===== src/rtl/iirlp_pkg.sv =====
`default_nettype none

package iirlp_pkg;

	localparam int ORDER      = 2;
	localparam int LANES      = 4;
	localparam int NUM_FIELDS = 4;

	localparam int SAMPLE_W = 32;
	localparam int COEF_W   = 24;
	localparam int PROD_W   = SAMPLE_W + COEF_W;
	localparam int ACC_W    = PROD_W + 4;
	localparam int FRAC_W   = 20;
	localparam int SHIFT_W  = ACC_W - FRAC_W;

	localparam int NUM_REGS = 7;
	localparam int IDX_W    = 3;
	localparam int ADDR_W   = IDX_W + 2;
	localparam int DATA_W   = 32;

	localparam logic signed [COEF_W-1:0]   B0_RESET   = 24'sd1048576;
	localparam logic signed [SAMPLE_W-1:0] SAMPLE_MAX = 32'sh7fff_ffff;
	localparam logic signed [SAMPLE_W-1:0] SAMPLE_MIN = 32'sh8000_0000;

	typedef logic signed [SAMPLE_W-1:0] sample_t;
	typedef logic signed [COEF_W-1:0]   coef_t;
	typedef logic signed [PROD_W-1:0]   prod_t;
	typedef logic signed [ACC_W-1:0]    acc_t;

	typedef enum logic [IDX_W-1:0] {
		REG_B0 = 3'd0,
		REG_B1 = 3'd1,
		REG_B2 = 3'd2,
		REG_B3 = 3'd3,
		REG_A1 = 3'd4,
		REG_A2 = 3'd5,
		REG_A3 = 3'd6
	} reg_idx_t;

	typedef struct packed {
		logic load;
		logic advance;
		logic prime;
	} lane_ctrl_t;

endpackage

`default_nettype wire


===== src/rtl/iirlp_cfg.sv =====
`default_nettype none

module iirlp_cfg (
	input  wire logic                          clk,
	input  wire logic                          arst_n,
	input  wire logic                          psel,
	input  wire logic                          penable,
	input  wire logic                          pwrite,
	input  wire logic [iirlp_pkg::ADDR_W-1:0]  paddr,
	input  wire logic [iirlp_pkg::DATA_W-1:0]  pwdata,
	output logic      [iirlp_pkg::DATA_W-1:0]  prdata,
	output logic                               pready,
	output iirlp_pkg::coef_t                   b_coef [iirlp_pkg::ORDER+1],
	output iirlp_pkg::coef_t                   a_coef [iirlp_pkg::ORDER]
);

	iirlp_pkg::coef_t                   regs_q [iirlp_pkg::NUM_REGS];
	logic [iirlp_pkg::IDX_W-1:0]        idx;
	logic                               wr_en;

	assign pready = 1'b1;
	assign idx    = paddr[iirlp_pkg::ADDR_W-1:2];
	assign wr_en  = psel && penable && pwrite && pready;

	always_ff @(posedge clk or negedge arst_n) begin
		if (!arst_n) begin
			regs_q[iirlp_pkg::REG_B0] <= iirlp_pkg::B0_RESET;
			for (int i = int'(iirlp_pkg::REG_B1); i < iirlp_pkg::NUM_REGS; i++) begin
				regs_q[iirlp_pkg::IDX_W'(i)] <= '0;
			end
		end else if (wr_en && (idx <= iirlp_pkg::REG_A3)) begin
			regs_q[idx] <= pwdata[iirlp_pkg::COEF_W-1:0];
		end
	end

	always_comb begin
		prdata = '0;
		if (idx <= iirlp_pkg::REG_A3) begin
			prdata = iirlp_pkg::DATA_W'(regs_q[idx]);
		end
	end

	for (genvar k = 0; k <= iirlp_pkg::ORDER; k++) begin : g_b
		assign b_coef[k] = regs_q[iirlp_pkg::IDX_W'(iirlp_pkg::REG_B0) + iirlp_pkg::IDX_W'(k)];
	end

	for (genvar k = 0; k < iirlp_pkg::ORDER; k++) begin : g_a
		assign a_coef[k] = regs_q[iirlp_pkg::IDX_W'(iirlp_pkg::REG_A1) + iirlp_pkg::IDX_W'(k)];
	end

endmodule

`default_nettype wire


===== config.mk =====
export PLATFORM = sky130hd
export DESIGN_NAME = iirlp_cfg
export DESIGN_NICKNAME = d
export VERILOG_FILES = /design/src/rtl/iirlp_pkg.sv /design/src/rtl/iirlp_cfg.sv
export SDC_FILE = /design/constraint.sdc
export NUM_CORES = 1
export LEC_CHECK = 0
export ABC_CLOCK_PERIOD_IN_PS = 2900
export BUFFER_PORTS_ARGS = -buffer_cell sky130_fd_sc_hd__buf_2
export CORE_UTILIZATION = 34
export DETAILED_ROUTE_END_ITERATION = 6
export SYNTH_ARGS = -nofsm -noshare
export SYNTH_HDL_FRONTEND = slang
export SYNTH_SLANG_ARGS = --single-unit

===== constraint.sdc =====
create_clock -name clk -period 2.9 [get_ports clk]
set_input_delay 0.58 -clock clk [delete_from_list [all_inputs] [get_ports clk]]
set_output_delay 0.58 -clock clk [all_outputs]
set_load 0.02 [all_outputs]

Yosys cells after proc, flatten, opt, wreduce, memory -nomap -nowiden:

Cells that the tools add are included.

* register bits after elaboration: 168
* bits of input ports: 42
* word-level logic and storage cells: 23

* mux-type cells: 7
* bitwise operators: 1
* $lt $le $gt $ge: 3
* reductions and logical operators: 5

Operators with widths (number)
* $bwmux W168: 1
* $bmux W24 S3: 1
* $demux W24 S3: 1
* $mux W24: 3
* $mux W32: 1
* $ge A4 B4 Y1 const B: 1
* $logic_and A1 B1 Y1: 4
* $lt A4 B1 Y1 const B: 1
* $not A3 Y4: 1
* $le A3 B3 Y1 const B: 1
* $reduce_and A2 Y1: 1

Longest topological paths before layout:

Gate-level depths: netlist of run 1.

* depth in word-level cells: 6
* depth in mapped cells: 7
* gate-level depth less buffers: 3

Worst setup path after synthesis of run 1:

Ideal clock, no wire load.

* path type: input-to-reg
* start point: input paddr[2] in the netlist's numbering
* end point: register regs_q (netlist bit a_coef[24]), enable pin
* setup slack: -1470 ps
* data required time: 2426 ps
* stages: 5
* setup time: 474 ps
* arrival: 3896 ps
* cells stage by stage: buf_2 -> buf_2 -> buf_2 -> clkbuf_1 -> nor4b_1

* longest elaborated chain between the ends: 3

RTL lines
* start: declaration: line iirlp_cfg.sv:9 `input wire logic [iirlp_pkg::ADDR_W-1:0] paddr,`
* $le A3 B3 Y1: line iirlp_cfg.sv:31 `end else if (wr_en && (idx <= iirlp_pkg::REG_A3)) begin`
* $logic_and A1 B1 Y1: line iirlp_cfg.sv:31
* $reduce_and A2 Y1 (no source line)
* end signal: indexed assignment: line iirlp_cfg.sv:27 `regs_q[iirlp_pkg::REG_B0] <= iirlp_pkg::B0_RESET;`
* end signal: indexed assignment: line iirlp_cfg.sv:32 `regs_q[idx] <= pwdata[iirlp_pkg::COEF_W-1:0];`
* end: declaration: line iirlp_cfg.sv:17 `iirlp_pkg::coef_t regs_q [iirlp_pkg::NUM_REGS];`

No other way between the ends.
A chain may end at the register's enable or synchronous reset.

Worst setup path in the final report of run 1:

* start point: input paddr[3] in the netlist's numbering
* end point: output prdata[2] in the netlist's numbering

* longest elaborated chain between the ends: 5
* elaborated cells between the ends (all ways): 6

RTL lines
* $not A3 Y4 (implied by the code): line iirlp_cfg.sv:39 `prdata = iirlp_pkg::DATA_W'(regs_q[idx]);`
* $bmux W24 S3: line iirlp_cfg.sv:39
* $mux W24 (implied by the code) (2 in a row): line iirlp_cfg.sv:39
* $mux W32 (*): line iirlp_cfg.sv:38 `if (idx <= iirlp_pkg::REG_A3) begin`
* end: declaration: line iirlp_cfg.sv:11 `output logic [iirlp_pkg::DATA_W-1:0] prdata,`

Every way passes the cells marked *; elsewhere a longest branch is shown, timed or not. The select of a mux whose other input is x is not followed.

==> impl_summary.md, run 1 <==
Floorplanning
The die is roughly 160 um tall. The total core area is between 20000 and 25000 um^2. The number of core rows is 56.

The chip width is 157 um. The floorplan step defined a die boundary enclosing ~25000 um^2. During I/O placement, the number of pins put on the boundary was 195.

The initial cell density of the core is 0.348.

Logic synthesis
The cell area after technology mapping is 8210 um^2. The net count after synthesis is 647. In the synthesized netlist, the cells that appear most often are buf_4, mux2_2, dfrtp_1.

Yosys printed 0 warnings. The post-synthesis async set-or-reset flop share is 0.571. The number of distinct library cells after synthesis is 44. In this run the mean area of a mapped cell was 13.6 um^2. The main flop type after synthesis is dfrtp_1. In the post-synthesis netlist, the cell with the most instances is buf_4. The synthesized design spends more area on one cell type than any other, namely dfrtp_1. Ranked by total cell area, the synthesized netlist is headed by dfrtp_1, edfxtp_1, mux2_2.

After synthesis the netlist holds a flip-flop and latch count of 168. Of the post-synthesis cell area, the dominant cell type holds 0.289. Yosys mapped a number of flops with a built-in enable equal to 72.

Counting every instance in the synthesized netlist gives 605. The sequential element share of the synthesized area is 0.556.

Cells and area
The share of final-layout standard cells stronger than drive strength 1 is 0.557. The repair_antennas step left the layout with diodes totalling 0. The area growth from synthesis to layout is 14.1%. For this run, the post-layout net count is 728. The filler cells instantiated in the layout total between 2000 and 2500. Summing all multi-input logic gate instances after layout gives 2540 um^2. In the final layout, flip-flops and latches occupy 4570 um^2.

STA
The final critical-path required period is between 2000 and 3000 ps. Static timing analysis puts the maximum clock frequency at 359 MHz. The final worst slack is 117 ps. The final-report hold violation count was 0. The relative slew slack is 0.314. For the pin with the worst max-slew slack, the measured transition is just over 1000 ps. Across the routed clock network, the largest skew measured is 0 ps. Setup total negative slack on the finished layout was measured at 0 ps. Setup repair after global routing left no endpoint under its margin. The number of max-slew violations in the final report came to 0.

The share of the cycle needed by the critical path after routing is 0.960. Setup violations remaining at the end of the flow were counted as 0.

Clock network
The number of sinks handled by clock tree synthesis is 168. The H-tree was split into 4 levels. Once the clock tree was built, the setup fixing pass inserted 0 buffers. TritonCTS built the clock tree. Clock latency on the worst-skew pair, taken at its later pin, is 430 ps. The cell sitting at the root of the clock tree is a clkbuf_16. Buffers inserted during clock tree synthesis total 17. Buffers inserted to repair hold after CTS numbered 0. The clock passes through at most 2 buffers. The clock slew seen by the registers of the worst setup and hold paths is 60 ps.

Worst setup path
The critical path startpoint category is an input pin. The setup path with the least slack is of type input pin to primary output. The path depth of the worst reg2reg path is 1.

STA puts the critical path data required time at 2320 ps. The terminus of the critical flop-to-flop path is b_coef[1]. The worst register-to-register path has a setup slack of 2110 ps.

For the worst setup path, the data arrival time is 2200 ps. The type of destination of the critical path is a primary output. The worst register-to-register path begins at b_coef[1].

Along the worst path, the maximum fanout reaches 15.

Power
The leakage power of the design is 4.14 nW. The peak ir drop on the vdd network is ~400 uV. The final total power is 0.00647 W. For this design the ratio of total power to cell area is 691 nW/um^2.

Drt
In the routed design, unresolved DRC markers number 0. The total iterations of the first detailed-routing run is 4. In this run the remaining antenna-violating nets after routing total 0. The routed wire length is about 22000 um. The via count is 5048. In this run, the number of DRC markers left after iteration 0 of detailed routing was 245.

The via count normalized by instance count is 4.96. In the final routed layout, each cell accounts on average for approximately 21 um.

Worst hold path
The kind of path behind the tightest hold check is input pin to async pin.

Global routing
The initial antenna violation count was 1. The via count of the first global-routing pass is 4927. The residual overflow from global routing is 0. The first global-routing pass estimated 31600 um of wire. The maximum number of pins on one net before global-route repair is 74. The combined global-route utilization of all metal layers is 0.180.

Flow run
Across the run, the number of max-cap violations was 0.

Place
The post-DP HPWL is approximately 15000 um. At the placement stage, the worst setup path has a slack of 75.2 ps. Routability-driven placement finished with a final weighted congestion of 0.749. Port buffering added 183 buffers.

Run status
The run finished with clean final reports.
## stage by stage
stage	hold WS [ps]	std cells	util	instance area [um^2]
6_report	148	1018	0.397	9370
5_1_grt	152	1018	0.397	9370
4_1_cts	146	1018	0.397	9370
3_5_place_dp	483	986	0.372	8780
3_3_place_gp	466	986	0.372	8780
2_1_floorplan	284	605	-	8230
## cells by family (layout without fill, tap and decap cells)
| logic type | Yosys count | in the layout | synth area share |
|---|---|---|---|
| other | 1 | 1 | 0.000457 |
| AOI/OAI and AO/OA | 80 | 80 | 0.0695 |
| buffers and inverters | 163 | 257 | 0.140 |
| DFF | 168 | 168 | 0.556 |
| muxes | 135 | 135 | 0.183 |
| and+or+nand+nor | 58 | 58 | 0.0509 |
## critical path, cell delays in order
cell	delay [ps]
buf_2	370
buf_4	250
nor2b_1	270
buf_4	210
a22oi_1	70
o221ai_1	230
buf_2	210
## cells in the final DEF (no fill, tap or decap), types with 3 or more instances in the layout
master and count:
nand2_1 13, a22o_1 6, buf_4 40, a31oi_1 5
o221ai_1 5, and4b_1 3, a222oi_1 4, clkinv_4 5
a22oi_1 23, o211ai_1 5, mux2i_1 12, clkbuf_16 17
nor2b_1 3, buf_12 3, a211oi_1 3, dfrtp_1 95
nor3b_1 3, a211o_1 4, edfxtp_1 72, o21ai_0 7
buf_2 181, nor4bb_1 3, mux2_2 121, a21oi_1 15
and3_1 9
## how the worst max path moves through the flow
stage / start / slack, ps / cells after the start / to
floorplan: paddr[2] / 40 / 6 / a_coef[0]
global placement: paddr[2] / 70 / 5 / prdata[22]
detailed placement: paddr[2] / 80 / 5 / prdata[22]
CTS: paddr[2] / 60 / 5 / prdata[22]
global route: paddr[3] / 70 / 7 / prdata[3]
finish: paddr[3] / 120 / 7 / prdata[2]
## sequential cells by signal (all words and copies together) (netlist names)
register and count:
b_coef 72, a_coef 48, regs_q 48
## what timing repair did
| item | CTS | global route |
|---|---|---|
| setup endpoints to repair | 0 | 1 |
| hold endpoints to repair | 0 | 0 |
| gates resized for setup | 0 | 1 |
## layout make-up
| type | count | area share |
|---|---|---|
| Multi-Input combinational cell | 274 | 0.272 |
| Clock buffer | 19 | 0.0473 |
| Tap cell | 319 | 0.0426 |
| Timing Repair Buffer | 224 | 0.135 |
| Sequential cell | 168 | 0.487 |
| Inverter | 1 | 0.000401 |
| Clock inverter | 13 | 0.0156 |
## layer usage
metal	track usage	wire length (um)
met1	0.239	10000
met2	0.285	10300
met3	0.0526	1300
met4	0.0504	240
met5	0	12
## report_power, final
part / internal, W / switching, W / leakage [nW]
Sequential: 0.00276 / 0.000181 / 1.87
Combinational: 0.000526 / 0.000732 / 1.98
Clock: 0.00130 / 0.000977 / 0.284
(Power assumes the default switching activity.)
==> run 2: changes to the inputs <==
Settings changed: CORE_MARGIN set to 2.
==> impl_summary.md, run 2 (same netlist as run 1, synthesis figures left out) <==
STA
The final critical-path required period came to 2730 ps (-57.2 ps). The share of the cycle needed by the critical path after routing is 0.940 (-0.0197). The number of max-slew violations in the final report came to 0 (unchanged). The sum of negative setup slack is 0 ps (unchanged). The maximum clock frequency is 367 MHz (+2.1%). The largest clock skew in the final design was 0 ps (unchanged).

Setup repair after global routing left no endpoint under its margin. The final hold slack was 270 ps (+123 ps). The final-report hold violation count is 0 (unchanged). The relative slew slack is 0.519 (+0.205).

The total of endpoints with negative setup slack in the final report came to 0 (unchanged). The measured slew at the worst slew-check pin was 722 ps (-307 ps).

Worst setup path
The type of destination of the critical path is a primary output. STA classifies the critical path startpoint as an input pin. The data arrival time of the critical path is 2150 ps (-50 ps). The setup slack of the most critical reg-to-reg path is 2110 ps (about the same). The maximum fanout count along the critical path is 15 (unchanged). The type of the setup path with the least slack is input pin to primary output. The endpoint required time on the critical path was 2320 ps (about the same).

Cells and area
Leaving out fill and tap cells, the most frequent cell in the layout is buf_2. The area growth from synthesis to layout is 15.0%. The flip-flop count of the largest register after layout is 72 (unchanged).

Leaving out fill and tap cells, the most frequent cells in the layout are buf_2, mux2_2, dfrtp_1. The share of final-layout standard cells stronger than drive strength 1 was 0.554 (-0.00207). The number of nets in the finished design is 727 (-0.14%).

The diode insertion count for antenna repair is 0 (unchanged).

Clock network
CTS placed an instance of clkbuf_16 at the clock tree root. The number of buffers between clock root and the deepest sink came to 2 (unchanged). The post-CTS repair timing setup buffer count is 0 (unchanged). The clock slew seen by the registers of the worst setup and hold paths was 60 ps (about the same).

The post-cts hold buffer count is 0 (unchanged). The number of sinks handled by clock tree synthesis is 168 (unchanged). The number of H-tree levels was 4 (unchanged). The number of cells upsized or downsized after cts came to 0 (unchanged).

The TritonCTS buffer count is 17 (unchanged). The source-to-sink clock delay at the later pin of the worst-skew pair is 420 ps (about the same). The CTS tree is done.

Floorplanning
The total core area was 23600 um^2 (unchanged). The boundary pin count is 195 (unchanged). The initial cell density of the core was 0.348 (unchanged). The die outline area is 25400 um^2 (+2.6%). The chip width came to 159 um (+1.3%). The number of core rows is 56 (unchanged). The vertical die dimension is 159 um (+1.3%).

Drt
The remaining design rule violation count is 0 (unchanged). The violation count after the first detailed-routing iteration is 307 (+25%). The post-detailed-route count of antenna-violating nets is 0 (unchanged). The via count came to 5013 (-0.69%). The sum of met2 wire segment lengths after detailed routing was 10200 um (-0.61%).

The routed wire length on met3 came to 1400 um (+7.2%). The routed wire length per instance is 21.6 um (+0.78%). The met1 wire length is 10100 um (+1.2%). The total iterations of the first detailed-routing run is 4 (unchanged). Signal routing reaches up to met5.

The via count normalized by instance count was 4.93 (-0.60%). The routed wire length came to 22000 um (+0.68%).

Power
The leakage power of the design is 4.17 nW (+0.86%). The peak ir drop on the vdd network was 332 uV (-17%). The power per unit of standard cell area is 704 nW/um^2 (+1.9%).

Place
The quantity of I/O buffers inserted on ports was 183 (unchanged). The routability-driven placement congestion ratio was 0.735 (-1.9%). The post-DP HPWL is 14700 um (-1.8%).

Run status
The flow ran to the end, and the final reports show no timing, DRC or antenna violations.

Global routing
The residual overflow from global routing is 0 (unchanged). The combined global-route utilization of all metal layers is 0.176 (-0.00468). The via count of the first global-routing pass came to 5057 (+2.6%). The initial antenna violation count is 1 (unchanged). The maximum number of pins on one net before global-route repair came to 51 (-31%). The first-pass GRT wire length was 33000 um (+4.4%).

Flow run
The max-cap violation count is 0 (unchanged).

Worst hold path
The kind of path behind the tightest hold check is input pin to async pin.
==> run 2: changes by cell type in the layout (fill, tap and decap cells not counted), sizes merged <==
cell and change:
inv -1, bufinv +2, clkinvlp -1, clkinv -3, clkbuf +3, buf -1
==> run 2: metal layers <==
metal | up-vias | GRT usage
li1 | 2251 | -
met1 | 2565 | 0.246
met2 | 175 | 0.273
met3 | 20 | 0.0427
met4 | 2 | 0.0459
met5 | - | 0
==> run 2: worst paths after layout <==
kind / startpoint / endpoint / cells past startpoint
max in group asynchronous: arst_n / b_coef[59] / 3
hold / removal: arst_n / b_coef[8] / 2
setup / recovery: paddr[4] / prdata[3] / 6
min in group clk: pwdata[7] / a_coef[7] / 1
hold reg to reg: regs_q[77] / regs_q[77] / 1
setup reg to reg: b_coef[6] / b_coef[6] / 1
==> run 2: where the power goes <==
part / leakage (nW) / switching (W) / internal [W]
clock: 0.311 / 0.000933 / 0.00152
combinational: 1.99 / 0.000732 / 0.000529
sequential: 1.87 / 0.000181 / 0.00276
total: 4.17 / 0.00185 / 0.00480
==> run 2: through the flow <==
| step | util | total power (W) | instance area, um^2 | cells | setup WS (ps) |
|---|---|---|---|---|---|
| 2_1_floorplan | - | 0.00404 | 8230 | 605 | 42.2 |
| 3_3_place_gp | 0.373 | 0.00424 | 8800 | 985 | 5.76 |
| 3_5_place_dp | 0.373 | 0.00426 | 8800 | 985 | 33.4 |
| 4_1_cts | 0.400 | 0.00674 | 9450 | 1017 | 25.0 |
| 5_1_grt | 0.400 | 0.00694 | 9450 | 1017 | 100 |
| 6_report | 0.400 | 0.00665 | 9450 | 1017 | 174 |
==> run 2: layout make-up <==
type	count	area [um^2]
Fill cell	2263	14200
Sequential cell	168	4570
Multi-Input combinational cell	274	2540
Timing Repair Buffer	223	1290
Clock buffer	22	474
Tap cell	319	399
Clock inverter	10	168
Inverter	1	3.75
==> run 2: critical path, stage by stage <==
cell	delay (ps)
buf_2	390
and3b_1	420
buf_4	260
a22oi_1	140
o221ai_1	160
buf_2	190
==> run 3: changes to the inputs <==
==> constraint.sdc (replaced) <==
create_clock -name clk -period 2.9 [get_ports clk]
set_input_delay 0.725 -clock clk [delete_from_list [all_inputs] [get_ports clk]]
set_output_delay 0.725 -clock clk [all_outputs]
set_load 0.02 [all_outputs]
==> impl_summary.md, run 3 (same netlist as run 1, synthesis figures left out) <==
Clock network
The source-to-sink clock delay at the later pin of the worst-skew pair was 430 ps (about the same). The number of sinks handled by clock tree synthesis is 168 (unchanged). The CTS tree is done. The clock slew seen by the registers of the worst setup and hold paths is 70 ps (about the same).

The cell at the root of the clock tree is clkbuf_16. The number of H-tree levels was 4 (unchanged). The number of buffers between clock root and the deepest sink is 2 (unchanged). The TritonCTS buffer count came to 17 (unchanged). The post-cts hold buffer count came to 0 (unchanged).

Floorplanning
The number of core rows came to 56 (unchanged). The die outline area was 25400 um^2 (unchanged). The vertical die dimension came to 159 um (unchanged). The chip width was 159 um (unchanged). The initial cell density of the core is 0.348 (unchanged).

The total core area came to 23600 um^2 (unchanged). The boundary pin count came to 195 (unchanged).

Cells and area
The area growth from synthesis to layout is 16.1%. In the layout the commonest cells are buf_2, mux2_2, dfrtp_1. The share of final-layout standard cells stronger than drive strength 1 is 0.572 (+0.0176). The flip-flop count of the largest register after layout is 72 (unchanged). The commonest non-fill, non-tap cell in the layout is buf_2. The number of nets in the finished design was 744 (+2.3%). The diode insertion count for antenna repair is 0 (unchanged).

Place
The quantity of I/O buffers inserted on ports is 183 (unchanged). The routability-driven placement congestion ratio is 0.749 (+2.0%). The post-DP HPWL is 15600 um (+5.9%).

Power
The net switching fraction of the power came to 0.307 (+0.0292). The power share of the clock group is 0.337 (-0.032). The power per unit of standard cell area is 669 nW/um^2 (-4.9%). The leakage power of the design was 4.22 nW (+1.2%). The combinational fraction of design power is 0.203 (+0.013). The power share of the sequential group is 0.460 (+0.018). The peak ir drop on the vdd network is 342 uV (+2.8%). The design internal power is 0.00442 W (-7.9%). The power spent charging and discharging nets is 0.00196 W (+6.1%). The final total power is 0.00638 W (-4.0%).

STA
Setup repair after global routing left no endpoint under its margin. The largest clock skew in the final design came to 0 ps (unchanged). The total of endpoints with negative setup slack in the final report is 0 (unchanged). The final-report hold violation count came to 0 (unchanged).

The share of the cycle needed by the critical path after routing is 0.986 (+0.0463). The measured slew at the worst slew-check pin is 728 ps (+6.56 ps). The maximum clock frequency is 350 MHz (-4.7%). The final critical-path required period is 2860 ps (+134 ps). The sum of negative setup slack was 0 ps (unchanged). The relative slew slack came to 0.514 (-0.00438). The number of max-slew violations in the final report is 0 (unchanged).

Run status
The run finished with clean final reports.

Drt
The routed wire length is 22600 um (+2.8%). The sum of met2 wire segment lengths after detailed routing is 10800 um (+5.5%). The remaining design rule violation count was 0 (unchanged). The routed wire length on met3 came to 1440 um (+3.2%). The via count normalized by instance count was 4.96 (+0.53%). After detailed routing, no signal wire sits above met4. The violation count after the first detailed-routing iteration is 301 (-2.0%).

The post-detailed-route count of antenna-violating nets is 0 (unchanged). The total iterations of the first detailed-routing run is 4 (unchanged). The via count was 5124 (+2.2%). The met1 wire length came to 10100 um (unchanged).

The routed wire length per instance is 21.8 um (+1.1%).

Global routing
The initial antenna violation count is 0 (-1). The first-pass GRT wire length is 34000 um (+3.2%). The residual overflow from global routing was 0 (unchanged). The maximum number of pins on one net before global-route repair is 53 (+3.9%).

The via count of the first global-routing pass was 5282 (+4.4%). The combined global-route utilization of all metal layers is 0.180 (+0.00403).

Worst hold path
The kind of path behind the tightest hold check is input pin to async pin.

Flow run
The max-cap violation count is 0 (unchanged).

Worst setup path
STA classifies the critical path startpoint as an input pin. The setup slack of the most critical reg-to-reg path came to 2100 ps (about the same). The type of destination of the critical path is a primary output. The worst setup path is of the input pin to primary output kind.

The endpoint required time on the critical path is 2170 ps (-150 ps). The data arrival time of the critical path is 2130 ps (-20 ps). The maximum fanout count along the critical path came to 7 (-8).
run 3: cell count changes in the layout (fill, tap and decap cells not counted), sizes merged:
cell / change
buf: +16
bufinv: -4
clkbuf: -3
clkinvlp: +2
inv: +6
run 3: power by group through the flow:
stage	clock [W]	combinational, W	sequential, W
final	0.00215	0.00130	0.00293
after global routing	0.00230	0.00139	0.00298
after CTS	0.00221	0.00131	0.00294
after detailed placement	0	0.00131	0.00298
after global placement	0	0.00129	0.00298
after floorplan	0	0.00112	0.00293
run 3: layout make-up:
cell class	count	area, um^2
Clock buffer	18	429
Multi-Input combinational cell	274	2560
Timing Repair Buffer	240	1460
Tap cell	319	399
Inverter	1	3.75
Sequential cell	168	4570
Clock inverter	14	114
Fill cell	2297	14100
run 3: metal layers:
| layer | GRT usage | vias to the layer above |
|---|---|---|
| li1 | - | 2298 |
| met3 | 0.0498 | 19 |
| met1 | 0.242 | 2630 |
| met2 | 0.287 | 177 |
| met4 | 0.0467 | 0 |
| met5 | 0 | - |
run 3: critical path: stages:
cell and delay [ps]:
buf_2 180, buf_12 150, buf_4 170, mux2_2 350
a21oi_1 180, o221ai_1 170, buf_2 200
run 3: final timing paths:
path / start / cells after the start / to
max in group asynchronous: arst_n / 3 / regs_q[88]
setup reg to reg: b_coef[51] / 1 / b_coef[51]
hold reg to reg: regs_q[77] / 1 / regs_q[77]
min in group clk: regs_q[77] / 1 / regs_q[77]
hold / removal: arst_n / 1 / b_coef[32]
setup / recovery: paddr[4] / 7 / prdata[7]
run 3: what timing repair did:
| action | 4_1_cts | 5_1_grt |
|---|---|---|
| gates resized for setup | 1 | 6 |
| endpoints found under the setup margin | 7 | 15 |
| pin swaps | 0 | 1 |
| buffers inserted | 0 | 0 |
run 3: metrics by stage:
stage	hold WS, ps	utilization	worst slack (ps)	cells	area, um^2
final	65.3	0.404	40.3	1034	9540
after global routing	42.9	0.404	5.38	1034	9540
after CTS	49.0	0.403	5.21	1034	9520
after detailed placement	477	0.380	-173	1002	8970
after global placement	465	0.380	-169	1002	8970
after floorplan	429	-	52.3	605	8240
